--- config.mk ---
export PLATFORM = sky130hd
export DESIGN_NAME = srp_rot
export DESIGN_NICKNAME = d
export VERILOG_FILES = /design/src/srp_pkg.sv /design/src/srp_rot.sv
export SDC_FILE = /design/constraint.sdc
export NUM_CORES = 2
export LEC_CHECK = 0
export BUFFER_PORTS_ARGS = -buffer_cell sky130_fd_sc_hd__clkbuf_2
export CELL_PAD_IN_SITES_DETAIL_PLACEMENT = 1
export CELL_PAD_IN_SITES_GLOBAL_PLACEMENT = 1
export CORE_UTILIZATION = 45
export CTS_CLUSTER_SIZE = 40
export DETAILED_ROUTE_END_ITERATION = 16
export GPL_ROUTABILITY_DRIVEN = 0
export HOLD_SLACK_MARGIN = 0.12
export PLACE_DENSITY = 0.85
export SLEW_MARGIN = 20
export SYNTH_ARGS = -nofsm -noshare
export SYNTH_HDL_FRONTEND = slang
export SYNTH_SLANG_ARGS = --single-unit
--- constraint.sdc ---
create_clock -name aclk -period 11.9 [get_ports aclk]
set_clock_uncertainty 0.05 [all_clocks]
set_input_delay 2.38 -clock aclk [delete_from_list [all_inputs] [get_ports aclk]]
set_output_delay 2.38 -clock aclk [all_outputs]
set_load 0.02 [all_outputs]
--- src/srp_pkg.sv ---
// Shared types, constants and helper functions for the star rotate and project block.
package srp_pkg;

    // Default number of stars held in the point store.
    localparam int unsigned STAR_COUNT_DEF = 128;

    // Field widths.
    localparam int unsigned IDX_IN_W = 7;
    localparam int unsigned COORD_W  = 10;
    localparam int unsigned ROT_W    = 11;
    localparam int unsigned CFG_W    = 16;
    localparam int unsigned CTR_W    = 10;
    localparam int unsigned SCR_W    = 12;
    localparam int unsigned SHADE_W  = 8;
    localparam int unsigned POINT_W  = 3 * ROT_W;
    localparam int unsigned IN_W     = 40;
    localparam int unsigned OUT_W    = 56;

    // Divider geometry: |256*v| needs 19 bits, |z - 1024| needs 12 bits.
    localparam int unsigned NUM_W = 19;
    localparam int unsigned DEN_W = 12;

    // Rotation arithmetic.
    localparam int unsigned PROD_W  = 28;
    localparam int unsigned Q14_SH  = 14;
    localparam int          ROT_MAX = 1023;
    localparam int          ROT_MIN = -1024;

    // Projection and shade constants.
    localparam int unsigned PROJ_SH     = 8;
    localparam int          DEPTH_OFS   = 1024;
    localparam int          SHADE_OFS   = 721;
    localparam int unsigned SHADE_RECIP = 5958;
    localparam int unsigned SHADE_SH    = 16;
    localparam int          SCR_MAX     = 2047;
    localparam int          SCR_MIN     = -2048;
    localparam int unsigned SUM_W       = 21;

    // Configuration register reset values.
    localparam logic signed [CFG_W-1:0] COS_RST = 16'sd16384;
    localparam logic signed [CFG_W-1:0] SIN_RST = 16'sd0;
    localparam logic [CTR_W-1:0]        CX_RST  = 10'd320;
    localparam logic [CTR_W-1:0]        CY_RST  = 10'd240;

    // Configuration register indexes.
    typedef enum logic [1:0] {
        REG_COS = 2'd0,
        REG_SIN = 2'd1,
        REG_CX  = 2'd2,
        REG_CY  = 2'd3
    } cfg_reg_t;

    // Reduce a star index modulo the store depth by conditional subtraction.
    function automatic logic [IDX_IN_W-1:0] idx_mod(input logic [IDX_IN_W-1:0] v,
                                                    input int unsigned n);
        logic [19:0] r;
        r = {13'd0, v};
        for (int k = IDX_IN_W - 1; k >= 0; k--) begin
            if (r >= (20'(n) << k)) begin
                r = r - (20'(n) << k);
            end
        end
        return r[IDX_IN_W-1:0];
    endfunction

endpackage

--- src/srp_rot.sv ---
// One registered plane rotation with Q2.14 floor and saturation of both outputs.
module srp_rot (
    input  logic                             aclk,
    input  logic                             en,
    input  logic signed [srp_pkg::CFG_W-1:0] cos_val,
    input  logic signed [srp_pkg::CFG_W-1:0] sin_val,
    input  logic signed [srp_pkg::ROT_W-1:0] a_in,
    input  logic signed [srp_pkg::ROT_W-1:0] b_in,
    output logic signed [srp_pkg::ROT_W-1:0] a_out,
    output logic signed [srp_pkg::ROT_W-1:0] b_out
);
    import srp_pkg::*;

    logic signed [PROD_W-1:0] sum_a;
    logic signed [PROD_W-1:0] sum_b;
    logic signed [PROD_W-1:0] fl_a;
    logic signed [PROD_W-1:0] fl_b;
    logic signed [ROT_W-1:0]  a_next;
    logic signed [ROT_W-1:0]  b_next;
    logic signed [ROT_W-1:0]  a_reg;
    logic signed [ROT_W-1:0]  b_reg;

    // Rotate, floor by an arithmetic shift, then clamp to the coordinate range.
    always_comb begin
        sum_a = PROD_W'(cos_val) * PROD_W'(a_in) - PROD_W'(sin_val) * PROD_W'(b_in);
        sum_b = PROD_W'(sin_val) * PROD_W'(a_in) + PROD_W'(cos_val) * PROD_W'(b_in);
        fl_a  = sum_a >>> Q14_SH;
        fl_b  = sum_b >>> Q14_SH;
        if (fl_a > PROD_W'(ROT_MAX)) begin
            a_next = ROT_W'(ROT_MAX);
        end else if (fl_a < PROD_W'(ROT_MIN)) begin
            a_next = ROT_W'(ROT_MIN);
        end else begin
            a_next = fl_a[ROT_W-1:0];
        end
        if (fl_b > PROD_W'(ROT_MAX)) begin
            b_next = ROT_W'(ROT_MAX);
        end else if (fl_b < PROD_W'(ROT_MIN)) begin
            b_next = ROT_W'(ROT_MIN);
        end else begin
            b_next = fl_b[ROT_W-1:0];
        end
    end

    always_ff @(posedge aclk) begin
        if (en) begin
            a_reg <= a_next;
            b_reg <= b_next;
        end
    end

    assign a_out = a_reg;
    assign b_out = b_reg;

endmodule

==> flow_summary.ini <==
[clock_network]
cts_tree = yes
clockRootBuffer = clkbuf_16
cts_resized = 0
clockBufferDepth = 2
h-tree-depth = 1
cts-buffers-inserted = 3
cts_hold_buf = 0
cts.sinks = 22
clk_pin_slew_worst_paths_ns = 0.06
postCtsSetupBuffers = 0

[worst_setup_path]
cpPeakStageDelay_ns = 0.57
cp-end-kind = flip-flop
slowest_stage = fa_1
critPathRequiredTime_ns = 11.85
critPathMostFrequentCell = fa_1
path_buf_inv = 8
crit_family = adder cells
cp-start-kind = input pin
critPathKind = input pin to flip-flop
worstPathArrival_ns = 9.99
crit_fanout = 17

[final_layout]
layout.nets = 3800
final_cells = 3576
layout-drive-gt1-share_pct = 3.49
syn_to_final_growth_pct = 3.62
fill_cells = 6722

[routing]
wl_per_cell_um = 20.9
drt-total-wl_um = 74600
ant_nets = 0
firstDrtPassIters = 5
vias = 18900
viasPerCell = 5.29
drc = 0
drtIter0Drc = 953

[synthesis]
synthArstFlopShare_pct = 0
synth_largest_area_cell = fa_1
syn_area_per_cell_um2 = 9.38
synth_common_cells = 836 x inv_1, 748 x fa_1, 325 x and2_1
syn_area_um2 = 26700
synth.distinct_cells = 54
synth_most_common_cell = inv_1
yosysWarnings = 0
seq_area_frac_synth_pct = 2.47
synth_edf_count = 22
syn_inst = 2851
synthTopCellsByArea = fa_1 56%, inv_1 12%, ha_1 8.8%, and2_1 7.6%, nand2_1 4.5%
ys_ff_latch = 22
synth-main-ff-cell = edfxtp_1
syn_nets = 3844
yosysTopAreaCellShare_pct = 56.0

[die]
num_io_pins = 78
coreArea_um2 = 58200
dieWidth_um = 246
die-area_um2 = 60400
row_count = 88
die_h_um = 246
start_util_pct = 45.9

[timing]
max-slew-margin-rel_pct = 31.8
final.setup.tns_ns = 0
max_freq_ghz = 0.0996
worstMarginPinSlew_ns = 1.02
hold_viol_final = 0
maxSlewViolCount = 0
hold_slack_ns = 2.81
period_share_pct = 84.4
finalSetupViolCount = 0
rsz0062_at_grt = false
period_needed_ns = 10.04

[global_routing]
overflow = 0
grt_usage_pct = 26.5
grt_start_max_net_pins = 34
grt_pass1_wl_um = 123000
grt_pass1_vias = 23700
antenna_found_initial = 6

[placement]
numPortBuffers = 77
hpwlAfterDp_um = 59400
dp.cells = 3567

[job]
cap_violations = 0

[status]
outcome = finished, final reports clean

[worst_hold_path]
hold_path.class = input pin to flip-flop
==> placed cells by master, fill, tap and decap left out, types with 22 or more instances in the layout <==
cell      instances
xnor2_1          40
inv_1           836
nor2_1           55
and2_1          325
ha_1            189
clkbuf_2         77
nand2_1         323
edfxtp_1         22
fa_1            748
a21oi_1          24
==> logic make-up (layout without fill, tap and decap cells) <==
logic type                 count (synthesis)  after routing  share of synthesized area [%]
xor gates and xnor gates                  57             57                           1.99
buffers and inverters                    966            920                           13.6
AOI/OAI and AO/OA                        107            107                           2.81
muxes                                      2              2                         0.0889
DFF                                       22             22                           2.47
adders and majority gates                937            937                           64.8
other                                      0              6                              0
and+or+nand+nor                          760            760                           14.3
==> worst paths after layout <==
| check | from | endpoint | slack (ns) | depth (start not counted) |
|---|---|---|---|---|
| hold / removal | en | a_out[10] | 2.81 | 1 |
| setup / recovery | a_in[10] | a_out[1] | 1.86 | 25 |
==> metrics by stage <==
step / setup WS [ns] / area (um^2) / util (%)
after floorplan: 2.96 / 26700 / -
after global placement: 2.06 / 27600 / 47.4
after detailed placement: 1.62 / 27600 / 47.4
after CTS: 1.91 / 27700 / 47.6
after global routing: 1.49 / 27700 / 47.6
final: 1.86 / 27700 / 47.6
==> routing by layer <==
| metal | track usage, % | share of wire (%) |
|---|---|---|
| met4 | 11.5 | 4.4 |
| met1 | 30.7 | 36 |
| met2 | 49.4 | 54 |
| met3 | 2.41 | 4.7 |
| met5 | 0 | 0.016 |
==> flip-flops by register name (all words and copies together), names as in the netlist <==
signal,flops
a_out,11
b_out,11
==> area by class of cell <==
| class | count | area, um^2 | share of cell area (%) |
|---|---|---|---|
| clock buffer | 3 | 75.1 | 0.271 |
| antenna | 6 | 15.0 | 0.0542 |
| sequential | 22 | 661 | 2.38 |
| multi-input combinational | 1863 | 22500 | 81.0 |
| timing repair buffer | 79 | 400 | 1.44 |
| tap | 765 | 957 | 3.45 |
| inverter | 838 | 3150 | 11.4 |
Power is left out: the tool's default activity adds up to more than one toggle a clock period on the data nets, which glitch-free logic cannot reach.
