===== src/srp_pkg.sv =====
// Shared types, constants and helper functions for the star rotate and project block.
package srp_pkg;

    // Default number of stars held in the point store.
    localparam int unsigned STAR_COUNT_DEF = 128;

    // Field widths.
    localparam int unsigned IDX_IN_W = 7;
    localparam int unsigned COORD_W  = 10;
    localparam int unsigned ROT_W    = 11;
    localparam int unsigned CFG_W    = 16;
    localparam int unsigned CTR_W    = 10;
    localparam int unsigned SCR_W    = 12;
    localparam int unsigned SHADE_W  = 8;
    localparam int unsigned POINT_W  = 3 * ROT_W;
    localparam int unsigned IN_W     = 40;
    localparam int unsigned OUT_W    = 56;

    // Divider geometry: |256*v| needs 19 bits, |z - 1024| needs 12 bits.
    localparam int unsigned NUM_W = 19;
    localparam int unsigned DEN_W = 12;

    // Rotation arithmetic.
    localparam int unsigned PROD_W  = 28;
    localparam int unsigned Q14_SH  = 14;
    localparam int          ROT_MAX = 1023;
    localparam int          ROT_MIN = -1024;

    // Projection and shade constants.
    localparam int unsigned PROJ_SH     = 8;
    localparam int          DEPTH_OFS   = 1024;
    localparam int          SHADE_OFS   = 721;
    localparam int unsigned SHADE_RECIP = 5958;
    localparam int unsigned SHADE_SH    = 16;
    localparam int          SCR_MAX     = 2047;
    localparam int          SCR_MIN     = -2048;
    localparam int unsigned SUM_W       = 21;

    // Configuration register reset values.
    localparam logic signed [CFG_W-1:0] COS_RST = 16'sd16384;
    localparam logic signed [CFG_W-1:0] SIN_RST = 16'sd0;
    localparam logic [CTR_W-1:0]        CX_RST  = 10'd320;
    localparam logic [CTR_W-1:0]        CY_RST  = 10'd240;

    // Configuration register indexes.
    typedef enum logic [1:0] {
        REG_COS = 2'd0,
        REG_SIN = 2'd1,
        REG_CX  = 2'd2,
        REG_CY  = 2'd3
    } cfg_reg_t;

    // Reduce a star index modulo the store depth by conditional subtraction.
    function automatic logic [IDX_IN_W-1:0] idx_mod(input logic [IDX_IN_W-1:0] v,
                                                    input int unsigned n);
        logic [19:0] r;
        r = {13'd0, v};
        for (int k = IDX_IN_W - 1; k >= 0; k--) begin
            if (r >= (20'(n) << k)) begin
                r = r - (20'(n) << k);
            end
        end
        return r[IDX_IN_W-1:0];
    endfunction

endpackage


===== src/srp_store.sv =====
// Point store: one synchronous memory of rotated points with a clearing pass after reset.
module srp_store #(
    parameter int unsigned STAR_COUNT = srp_pkg::STAR_COUNT_DEF,
    parameter int unsigned IDX_W      = 7
) (
    input  logic                        aclk,
    input  logic                        aresetn,
    input  logic                        rd_en,
    input  logic [IDX_W-1:0]            rd_addr,
    output logic [srp_pkg::POINT_W-1:0] rd_data,
    input  logic                        wr_en,
    input  logic [IDX_W-1:0]            wr_addr,
    input  logic [srp_pkg::POINT_W-1:0] wr_data,
    output logic                        busy
);
    import srp_pkg::*;

    logic [POINT_W-1:0] mem [STAR_COUNT];
    logic [POINT_W-1:0] rd_data_reg;
    logic               clearing_reg;
    logic [IDX_W-1:0]   clr_cnt_reg;
    logic               mem_we;
    logic [IDX_W-1:0]   mem_waddr;
    logic [POINT_W-1:0] mem_wdata;

    // The clearing pass walks every entry once after reset.
    always_ff @(posedge aclk) begin
        if (!aresetn) begin
            clearing_reg <= 1'b1;
            clr_cnt_reg  <= '0;
        end else if (clearing_reg) begin
            if (clr_cnt_reg == IDX_W'(STAR_COUNT - 1)) begin
                clearing_reg <= 1'b0;
            end
            clr_cnt_reg <= clr_cnt_reg + 1'b1;
        end
    end

    // Clearing owns the write port; no word is in flight while it runs.
    always_comb begin
        mem_we    = clearing_reg || wr_en;
        mem_waddr = clearing_reg ? clr_cnt_reg : wr_addr;
        mem_wdata = clearing_reg ? '0 : wr_data;
    end

    // Read-first memory with registered read data.
    always_ff @(posedge aclk) begin
        if (mem_we) begin
            mem[mem_waddr] <= mem_wdata;
        end
        if (rd_en) begin
            rd_data_reg <= mem[rd_addr];
        end
    end

    assign rd_data = rd_data_reg;
    assign busy    = clearing_reg;

endmodule


===== config.mk =====
export PLATFORM = sky130hd
export DESIGN_NAME = srp_store
export DESIGN_NICKNAME = d
export VERILOG_FILES = /design/src/srp_pkg.sv /design/src/srp_store.sv
export SDC_FILE = /design/constraint.sdc
export NUM_CORES = 2
export LEC_CHECK = 0
export ABC_AREA = 1
export BUFFER_PORTS_ARGS = -buffer_cell sky130_fd_sc_hd__buf_2
export CORE_UTILIZATION = 55
export DETAILED_ROUTE_END_ITERATION = 12
export GPL_ROUTABILITY_DRIVEN = 1
export PLACE_DENSITY = 0.71
export SLEW_MARGIN = 20
export SYNTH_ARGS = -nofsm -noshare
export SYNTH_HDL_FRONTEND = slang
export SYNTH_MEMORY_MAX_BITS = 65536
export SYNTH_SLANG_ARGS = --single-unit

===== constraint.sdc =====
create_clock -name aclk -period 7.04 [get_ports aclk]
set_clock_uncertainty 0.1 [all_clocks]
set_input_delay 1.408 -clock aclk [delete_from_list [all_inputs] [get_ports aclk]]
set_output_delay 1.408 -clock aclk [all_outputs]
set_load 0.1 [all_outputs]

==> results.sh <==
export IMPL_status="complete, no violations"
export IMPL_cts_root_buf="clkbuf_16"
export IMPL_criticalPathCategory="reg2reg"
export IMPL_ant_nets=0
export IMPL_num_vias=112436
export IMPL_peakVddDrop_mv=0.223
export IMPL_p_leak_nw=67.3
export IMPL_final_period_utilization_pct=65.3
export IMPL_max_freq_mhz=217
export IMPL_die_w_um=561
export IMPL_final_nets=13906
export IMPL_required_ns=7.58
export IMPL_drc=0
export IMPL_slew_headroom_pct=23.9
export IMPL_grt_usage_pct=29.5
export IMPL_ys_ff_latch=4265
export IMPL_crit_path_end_kind="flip-flop"
export IMPL_synth_area_top_cells="edfxtp_1, nand3_1, nand2_1"
export IMPL_cts_sinks=4265
export IMPL_syn_nets=13983
export IMPL_p_per_area_nw_per_um2=278
export IMPL_hold_buffers=0
export IMPL_clkLatencyLatePin_ns=0.98
export IMPL_gp_congestion=0.902
export IMPL_min_from="clr_cnt_reg[0]"
export IMPL_largest_reg_flops=4224
export IMPL_syn_cell_area_um2=172000
export IMPL_syn_inst=13931
export IMPL_hold_class="reg2reg"
export IMPL_start_util_pct=55.5
export IMPL_finalNonFillerCells=18339
export IMPL_cts_tree="yes"
export IMPL_grt_first_pass_wirelength_um=689000
export IMPL_synthDominantCellAreaShare_pct=74.4
export IMPL_synthArstFlopShare_pct=0
export IMPL_numCtsBuffers=424
export IMPL_hold_viol_final=0
export IMPL_cts_clk_slew_worst_paths_ns=0.06
export IMPL_m1WireLength_um=178000
export IMPL_clk_path_buf_depth=4
export IMPL_yosysTopAreaCell="edfxtp_1"
export IMPL_arrival_ns=5.14
export IMPL_vias_per_cell=6.13
export IMPL_drt_iter0_drc=16699
export IMPL_drive_gt1_share_pct=8.77
export IMPL_grt_start_max_net_pins=177
export IMPL_overflow=0
export IMPL_synthFlopType="edfxtp_1"
export IMPL_area_growth_pct=10.9
export IMPL_cts_resized=0
export IMPL_synth_cell_types=30
export IMPL_dieArea_um2=315000
export IMPL_io_buffers=84
export IMPL_yosysWarnings=0
export IMPL_finish_utilization_pct=61.5
export IMPL_crit_fanout=23
export IMPL_numPlacedInstances=17525
export IMPL_fp_row_count=204
export IMPL_grt_pass1_vias=105572
export IMPL_synth_area_per_cell_um2=12.3
export IMPL_wl_met2_um=215000
export IMPL_maxCapViolCount=0
export IMPL_min_period_ns=4.60
export IMPL_crit_path_start_kind="flip-flop"
export IMPL_holdWs_ns=0.418
export IMPL_cp_startpoint="busy"
export IMPL_rr_startpoint="busy"
export IMPL_maxUsedRoutingLayer="met5"
export IMPL_antenna_found_initial=12
export IMPL_final_max_slew_viol_count=0
export IMPL_dp_hpwl_um=262000
export IMPL_post_cts_buffers=0
export IMPL_routed_wl_met3_um=57600
export IMPL_die_h_um=561
export IMPL_wl_per_cell_um=25.8
export IMPL_core_area_um2=310000
export IMPL_final_setup_tns_ns=0
export IMPL_drt_wl_total_um=473000
export IMPL_tightest_slew_ns=1.14
export IMPL_synth_edf_count=4257
export IMPL_dr_pass1_iters=8
export IMPL_yosysSeqAreaShare_pct=74.5
export IMPL_rsz0062_at_grt="false"
export IMPL_io_pins=85
export IMPL_cts_max_level=5
export IMPL_setup_viol=0
layer usage:
| metal | up-vias | GRT usage (%) |
|---|---|---|
| li1 | 49735 | - |
| met2 | 6933 | 44.7 |
| met3 | 995 | 6.08 |
| met1 | 54771 | 41.7 |
| met4 | 2 | 13.0 |
| met5 | - | 0 |
worst max-delay path, cell delays in order, from the launching register on:
cell	delay (ns)
dfxtp_4	0.60
nand2_1	0.10
o21ai_1	0.37
inv_1	0.15
nor2_1	0.88
nand2_1	0.72
nor2_4	0.94
buf_4	0.35
kinds of logic (layout without fill, tap and decap cells):
| group | after synthesis | after routing | share of synthesized area, % |
|---|---|---|---|
| simple gates | 8643 | 8643 | 22.0 |
| compound gates | 16 | 16 | 0.0611 |
| other cells | 0 | 8 | 0 |
| fa+ha+maj | 1 | 1 | 0.00728 |
| flops | 4265 | 4265 | 74.5 |
| buf+inv | 1006 | 1286 | 3.52 |
worst paths after layout:
kind                    endpoint  slack [ns]  cells past startpoint
hold / removal    clr_cnt_reg[0]        0.42                      2
setup reg to reg     mem[38][20]        2.44                      7
setup / recovery     mem[38][20]        2.44                      7
hold reg to reg   clr_cnt_reg[0]        0.42                      2
power breakdown:
group / internal [mW] / switching (mW) / total, mW
Sequential: 27.6 / 0.0338 / 27.6
Combinational: 0.695 / 2.19 / 2.88
Clock: 12.9 / 9.69 / 22.5
Total: 41.2 / 11.9 / 53.1
cell usage in the layout (no fill, tap or decap), drive strengths merged, types with 2 or more instances in the layout:
cell type and count:
a21oi 5, buf 439, bufinv 46, clkbuf 503, clkinv 202, clkinvlp 17
dfxtp 8, diode 8, edfxtp 4257, inv 79, nand2 4288, nand3 4162
nor2 180, nor3 9, o21ai 10, or2 2
synthesized netlist by cell type, types with 2 or more instances:
library cell,count
a21oi_1,4
buf_1,66
buf_2,471
buf_4,87
buf_6,178
clkbuf_1,139
clkinv_1,2
dfxtp_1,8
edfxtp_1,4257
inv_1,56
inv_2,5
nand2_1,4288
nand3_1,4159
nand3_2,3
nor2_1,166
nor2_2,13
nor3_1,5
nor3_2,4
o21ai_0,5
o21ai_1,2
o21ai_2,3
or2_1,2
area by class of cell:
class	instances	area [um2]
antenna	8	20.0
fill	22808	119000
clock inverter	280	2850
sequential	4265	128000
inverter	64	284
timing repair buffer	439	4330
clock buffer	503	11000
tap	4120	5150
multi-input combinational	8660	39100
stage by stage:
stage	power, mW	area (um2)	setup WS, ns
4_1_cts	53.1	190000	2.58
5_1_grt	54.3	191000	2.46
3_5_place_dp	31.0	176000	1.64
2_1_floorplan	30.0	172000	1.71
6_report	53.1	191000	2.44
3_3_place_gp	30.9	176000	1.66
(Power assumes the default switching activity.)
