## config.mk

```make
export PLATFORM = sky130hd
export DESIGN_NAME = srp_div
export DESIGN_NICKNAME = d
export VERILOG_FILES = /design/src/srp_pkg.sv /design/src/srp_div.sv
export SDC_FILE = /design/constraint.sdc
export NUM_CORES = 1
export LEC_CHECK = 0
export ABC_CLOCK_PERIOD_IN_PS = 2800
export BUFFER_PORTS_ARGS = -buffer_cell sky130_fd_sc_hd__buf_2
export CORE_UTILIZATION = 35
export CTS_CLUSTER_SIZE = 10
export DETAILED_ROUTE_END_ITERATION = 10
export HOLD_SLACK_MARGIN = 0.03
export PLACE_DENSITY_LB_ADDON = 0.05
export SLEW_MARGIN = 0
export SYNTH_ARGS = -nofsm -noshare
export SYNTH_HDL_FRONTEND = slang
export SYNTH_SLANG_ARGS = --single-unit
```

## constraint.sdc

```tcl
create_clock -name aclk -period 2.8 [get_ports aclk]
set_input_delay 0.84 -clock aclk [delete_from_list [all_inputs] [get_ports aclk]]
set_output_delay 0.84 -clock aclk [all_outputs]
set_load 0.02 [all_outputs]
```

## src/srp_pkg.sv

```systemverilog
// Shared types, constants and helper functions for the star rotate and project block.
package srp_pkg;

    // Default number of stars held in the point store.
    localparam int unsigned STAR_COUNT_DEF = 128;

    // Field widths.
    localparam int unsigned IDX_IN_W = 7;
    localparam int unsigned COORD_W  = 10;
    localparam int unsigned ROT_W    = 11;
    localparam int unsigned CFG_W    = 16;
    localparam int unsigned CTR_W    = 10;
    localparam int unsigned SCR_W    = 12;
    localparam int unsigned SHADE_W  = 8;
    localparam int unsigned POINT_W  = 3 * ROT_W;
    localparam int unsigned IN_W     = 40;
    localparam int unsigned OUT_W    = 56;

    // Divider geometry: |256*v| needs 19 bits, |z - 1024| needs 12 bits.
    localparam int unsigned NUM_W = 19;
    localparam int unsigned DEN_W = 12;

    // Rotation arithmetic.
    localparam int unsigned PROD_W  = 28;
    localparam int unsigned Q14_SH  = 14;
    localparam int          ROT_MAX = 1023;
    localparam int          ROT_MIN = -1024;

    // Projection and shade constants.
    localparam int unsigned PROJ_SH     = 8;
    localparam int          DEPTH_OFS   = 1024;
    localparam int          SHADE_OFS   = 721;
    localparam int unsigned SHADE_RECIP = 5958;
    localparam int unsigned SHADE_SH    = 16;
    localparam int          SCR_MAX     = 2047;
    localparam int          SCR_MIN     = -2048;
    localparam int unsigned SUM_W       = 21;

    // Configuration register reset values.
    localparam logic signed [CFG_W-1:0] COS_RST = 16'sd16384;
    localparam logic signed [CFG_W-1:0] SIN_RST = 16'sd0;
    localparam logic [CTR_W-1:0]        CX_RST  = 10'd320;
    localparam logic [CTR_W-1:0]        CY_RST  = 10'd240;

    // Configuration register indexes.
    typedef enum logic [1:0] {
        REG_COS = 2'd0,
        REG_SIN = 2'd1,
        REG_CX  = 2'd2,
        REG_CY  = 2'd3
    } cfg_reg_t;

    // Reduce a star index modulo the store depth by conditional subtraction.
    function automatic logic [IDX_IN_W-1:0] idx_mod(input logic [IDX_IN_W-1:0] v,
                                                    input int unsigned n);
        logic [19:0] r;
        r = {13'd0, v};
        for (int k = IDX_IN_W - 1; k >= 0; k--) begin
            if (r >= (20'(n) << k)) begin
                r = r - (20'(n) << k);
            end
        end
        return r[IDX_IN_W-1:0];
    endfunction

endpackage

```

## src/srp_div.sv

```systemverilog
// Pipelined restoring divider of unsigned magnitudes, one quotient bit per stage.
module srp_div (
    input  logic                        aclk,
    input  logic                        en,
    input  logic [srp_pkg::NUM_W-1:0]   num,
    input  logic [srp_pkg::DEN_W-1:0]   den,
    output logic [srp_pkg::NUM_W-1:0]   quo
);
    import srp_pkg::*;

    logic [DEN_W-1:0] r_in  [NUM_W];
    logic [NUM_W-1:0] n_in  [NUM_W];
    logic [DEN_W-1:0] d_in  [NUM_W];
    logic [NUM_W-1:0] q_in  [NUM_W];
    logic [DEN_W-1:0] r_reg [NUM_W];
    logic [NUM_W-1:0] n_reg [NUM_W];
    logic [DEN_W-1:0] d_reg [NUM_W];
    logic [NUM_W-1:0] q_reg [NUM_W];

    for (genvar k = 0; k < NUM_W; k++) begin : g_stage
        logic [DEN_W:0] trial;
        logic [DEN_W:0] diff;
        logic           ge;

        // Stage inputs come from the ports or from the previous stage.
        if (k == 0) begin : g_first
            assign r_in[k] = '0;
            assign n_in[k] = num;
            assign d_in[k] = den;
            assign q_in[k] = '0;
        end else begin : g_next
            assign r_in[k] = r_reg[k-1];
            assign n_in[k] = n_reg[k-1];
            assign d_in[k] = d_reg[k-1];
            assign q_in[k] = q_reg[k-1];
        end

        // Shift in the next numerator bit and subtract the divisor if it fits.
        assign trial = {r_in[k], n_in[k][NUM_W-1]};
        assign diff  = trial - {1'b0, d_in[k]};
        assign ge    = trial >= {1'b0, d_in[k]};

        always_ff @(posedge aclk) begin
            if (en) begin
                r_reg[k] <= ge ? diff[DEN_W-1:0] : trial[DEN_W-1:0];
                n_reg[k] <= n_in[k] << 1;
                d_reg[k] <= d_in[k];
                q_reg[k] <= {q_in[k][NUM_W-2:0], ge};
            end
        end
    end

    assign quo = q_reg[NUM_W-1];

endmodule

```

==> flow_summary_export.csv <==
group,metric,value,unit
drt,wire_per_inst,18.0,um
clock_network,h-tree-depth,3,
critical_path,cp_max_fo,13,
timing,fin_tns_setup,0,ps
timing,slew_violations,0,
timing,fmax,369,MHz
drt,first_pass_iters,5,
placement,dpl-instance-area,40600,sq um
drt,totalWireLength,77900,um
clock_network,clk_pin_slew,50,ps
critical_path,worstPathRequired,3220,ps
global_routing,grt_pass1_wl,123000,um
min_path,hold-path-endpoint,"n_reg[0][17]",
min_path,whs_path_depth,1,
global_routing,met3_usage,0.0246,
critical_path,critPathKind,"reg -> reg",
floorplan,die_h,330,um
global_routing,grt_use_total,0.144,
cells_and_area,final_cell_area,43500,sq um
floorplan,io-pin-count,52,
timing,timing.final.crit_share,0.968,
drt,via_count,21100,
cells_and_area,layout_commonest_cell,"edfxtp_1",
cells_and_area,final_cell_mix,"793 x edfxtp_1, 297 x inv_1, 216 x ha_1, 138 x a21oi_1, 135 x nor2_1",
placement,dpl.hpwl,56900,um
critical_path,timing.rr.end,"r_reg[8][11]",
cells_and_area,area_growth_syn_to_layout,15.2,%
clock_network,insertion_delay,670,ps
clock_network,cts_buffers,96,
cells_and_area,final_nets,3136,
yosys,synth-seq-area-share,0.631,
min_path,hold_class,"in -> reg",
floorplan,initial_utilization,0.353,
power_and_ir_drop,peakVddDrop,455,uV
yosys,async_reset_ff_frac,0,
critical_path,cp-end-kind,"flip-flop",
drt,ant_nets,0,
critical_path,r2r_cells,9,
status,outcome,"complete, no violations",
timing,slew_headroom,0.579,
global_routing,first_global_vias,21900,
timing,rsz0062_at_grt,"no",
power_and_ir_drop,leakage,16.8,nW
power_and_ir_drop,pwr_density_cell,1050,nW/um^2
floorplan,dieArea,109000,sq um
power_and_ir_drop,finalPower,45.8,mW
yosys,syn_nets,2925,
yosys,synth_area_leaders,"edfxtp_1 63%, ha_1 7.2%, mux2_2 3.9%, inv_1 3.0%, xnor2_1 2.6%",
placement,dp_slack,86.5,ps
clock_network,clock_sinks,793,
global_routing,gr-usage-met1,0.189,
yosys,syn_area,37700,sq um
global_routing,grt-busiest-layer,"met2",
flow_run,cap_violations,0,
clock_network,clockBufferDepth,3,
floorplan,row_count,120,
yosys,synth_top_area_cell,"edfxtp_1",
floorplan,die_x,330,um
yosys,syn-mean-instance-area,14.2,sq um
yosys,postSynthCellCount,2657,
clock_network,cts_hold_buf,0,
placement,routabilityCongestion,0.839,
yosys,yosys.area.top_type_share,0.631,
critical_path,worstPathArrival,3130,ps
drt,drt_iter0_markers,1205,
global_routing,grt_antenna_before_repair,0,
global_routing,overflow,0,
min_path,min_from,"num[17]",
timing,finalHoldViolCount,0,
drt,via_per_inst,4.90,
critical_path,critPathLaunchType,"flip-flop",
timing,tightestPinTransition,616,ps
critical_path,r2r_setup_slack,90,ps
placement,numPortBuffers,51,
global_routing,grtUsageMet2,0.238,
clock_network,cts_tree,"yes",
yosys,synth.distinct_cells,71,
timing,fin_skew,19.7,ps
timing,setup_viol,0,
clock_network,cts_root_buffer,"clkbuf_16",
cells_and_area,diodes,0,
drt,post-route-drc-count,0,
yosys,synth_edf_count,793,
critical_path,worstReg2RegStart,"d_reg[7][8]",
yosys,ys_ff_latch,793,
yosys,ys.warnings.count,0,
global_routing,grt_max_degree,64,
timing,fin_crit,2710,ps
yosys,synth-main-ff-cell,"edfxtp_1",
floorplan,coreArea,107000,sq um
timing,fin_ws,90.9,ps
cells_and_area,drive_gt1_frac,0.163,
-- per-layer routing --
metal  share of wire  vias to the layer above
met5               0                        -
met4           0.037                        0
met3           0.030                      162
met2            0.47                      341
met1            0.46                    10300
li1                -                    10400
-- critical path, stage by stage, from the launching register on --
cell and delay, ps:
edfxtp_1 420, inv_1 60, ha_1 390, a21oi_1 160, o21ai_0 190, a41o_1 250, a21oi_1 240, o21a_1 220
buf_12 150, mux2_2 350
-- worst max-delay path by stage --
stage | from | endpoint | slack (ps) | cells past startpoint
6_report | d_reg[7][8] | r_reg[8][11] | 90 | 9
5_1_grt | d_reg[10][8] | r_reg[11][11] | 0.1 | 9
4_1_cts | d_reg[3][4] | r_reg[4][2] | 70 | 9
3_5_place_dp | d_reg[3][4] | r_reg[4][2] | 90 | 9
3_3_place_gp | d_reg[3][4] | r_reg[4][2] | 60 | 9
2_1_floorplan | d_reg[6][1] | r_reg[7][5] | 320 | 9
-- synth_stat cells, types with 11 or more instances --
cell,count
a211o_1,14
nor2_1,135
o21ai_0,60
o21a_1,27
a221o_1,12
a21oi_1,140
nand2b_1,22
and3_1,27
xnor2_1,114
and2_1,14
mux2_2,130
o21bai_1,17
ha_1,218
o31ai_1,14
inv_1,297
edfxtp_1,793
mux2i_1,37
a31oi_1,23
nand4_1,12
a41o_1,11
or4_1,11
nor2b_1,47
xor2_1,29
a21o_1,27
mux2_4,31
buf_2,11
nand3_1,31
nor3_1,35
a21boi_0,15
fa_1,17
nand2_1,89
nor4_1,11
-- what timing repair did --
item	4_1_cts	5_1_grt
resized for setup	0	5
setup endpoints to repair	0	15
setup buffers	0	2
-- logic make-up (layout without fill, tap and decap cells) --
group                    Yosys count  in the layout  share of synthesized area
AO/OA/AOI/OAI                    462            462                     0.0888
XOR/XNOR                         143            143                     0.0332
flip-flops                       793            793                      0.631
multiplexers                     205            205                     0.0631
adder cells (fa/ha/maj)          235            235                     0.0813
AND/OR/NAND/NOR                  482            482                     0.0653
buffers and inverters            337            594                     0.0370
-- where the power goes --
part	switching [mW]	leakage (nW)	internal [mW]
sequential	1.25	7.73	16.2
clock	4.74	1.37	6.65
combinational	8.42	7.70	8.50
-- final cells by class --
class,count,area (sq um)
clock buffer,118,2510
clock inverter,26,329
fill,9873,63400
inverter,297,1110
multi-input combinational,1527,12500
sequential,793,23800
tap,1403,1760
timing repair buffer,153,1430
-- metrics by stage --
step | hold WS, ps | cells | utilization
2_1_floorplan | 400 | 2657 | -
3_3_place_gp | 400 | 4171 | 0.380
3_5_place_dp | 405 | 4171 | 0.380
4_1_cts | 279 | 4315 | 0.406
5_1_grt | 292 | 4317 | 0.407
6_report | 344 | 4317 | 0.407
(Power assumes the default switching activity.)
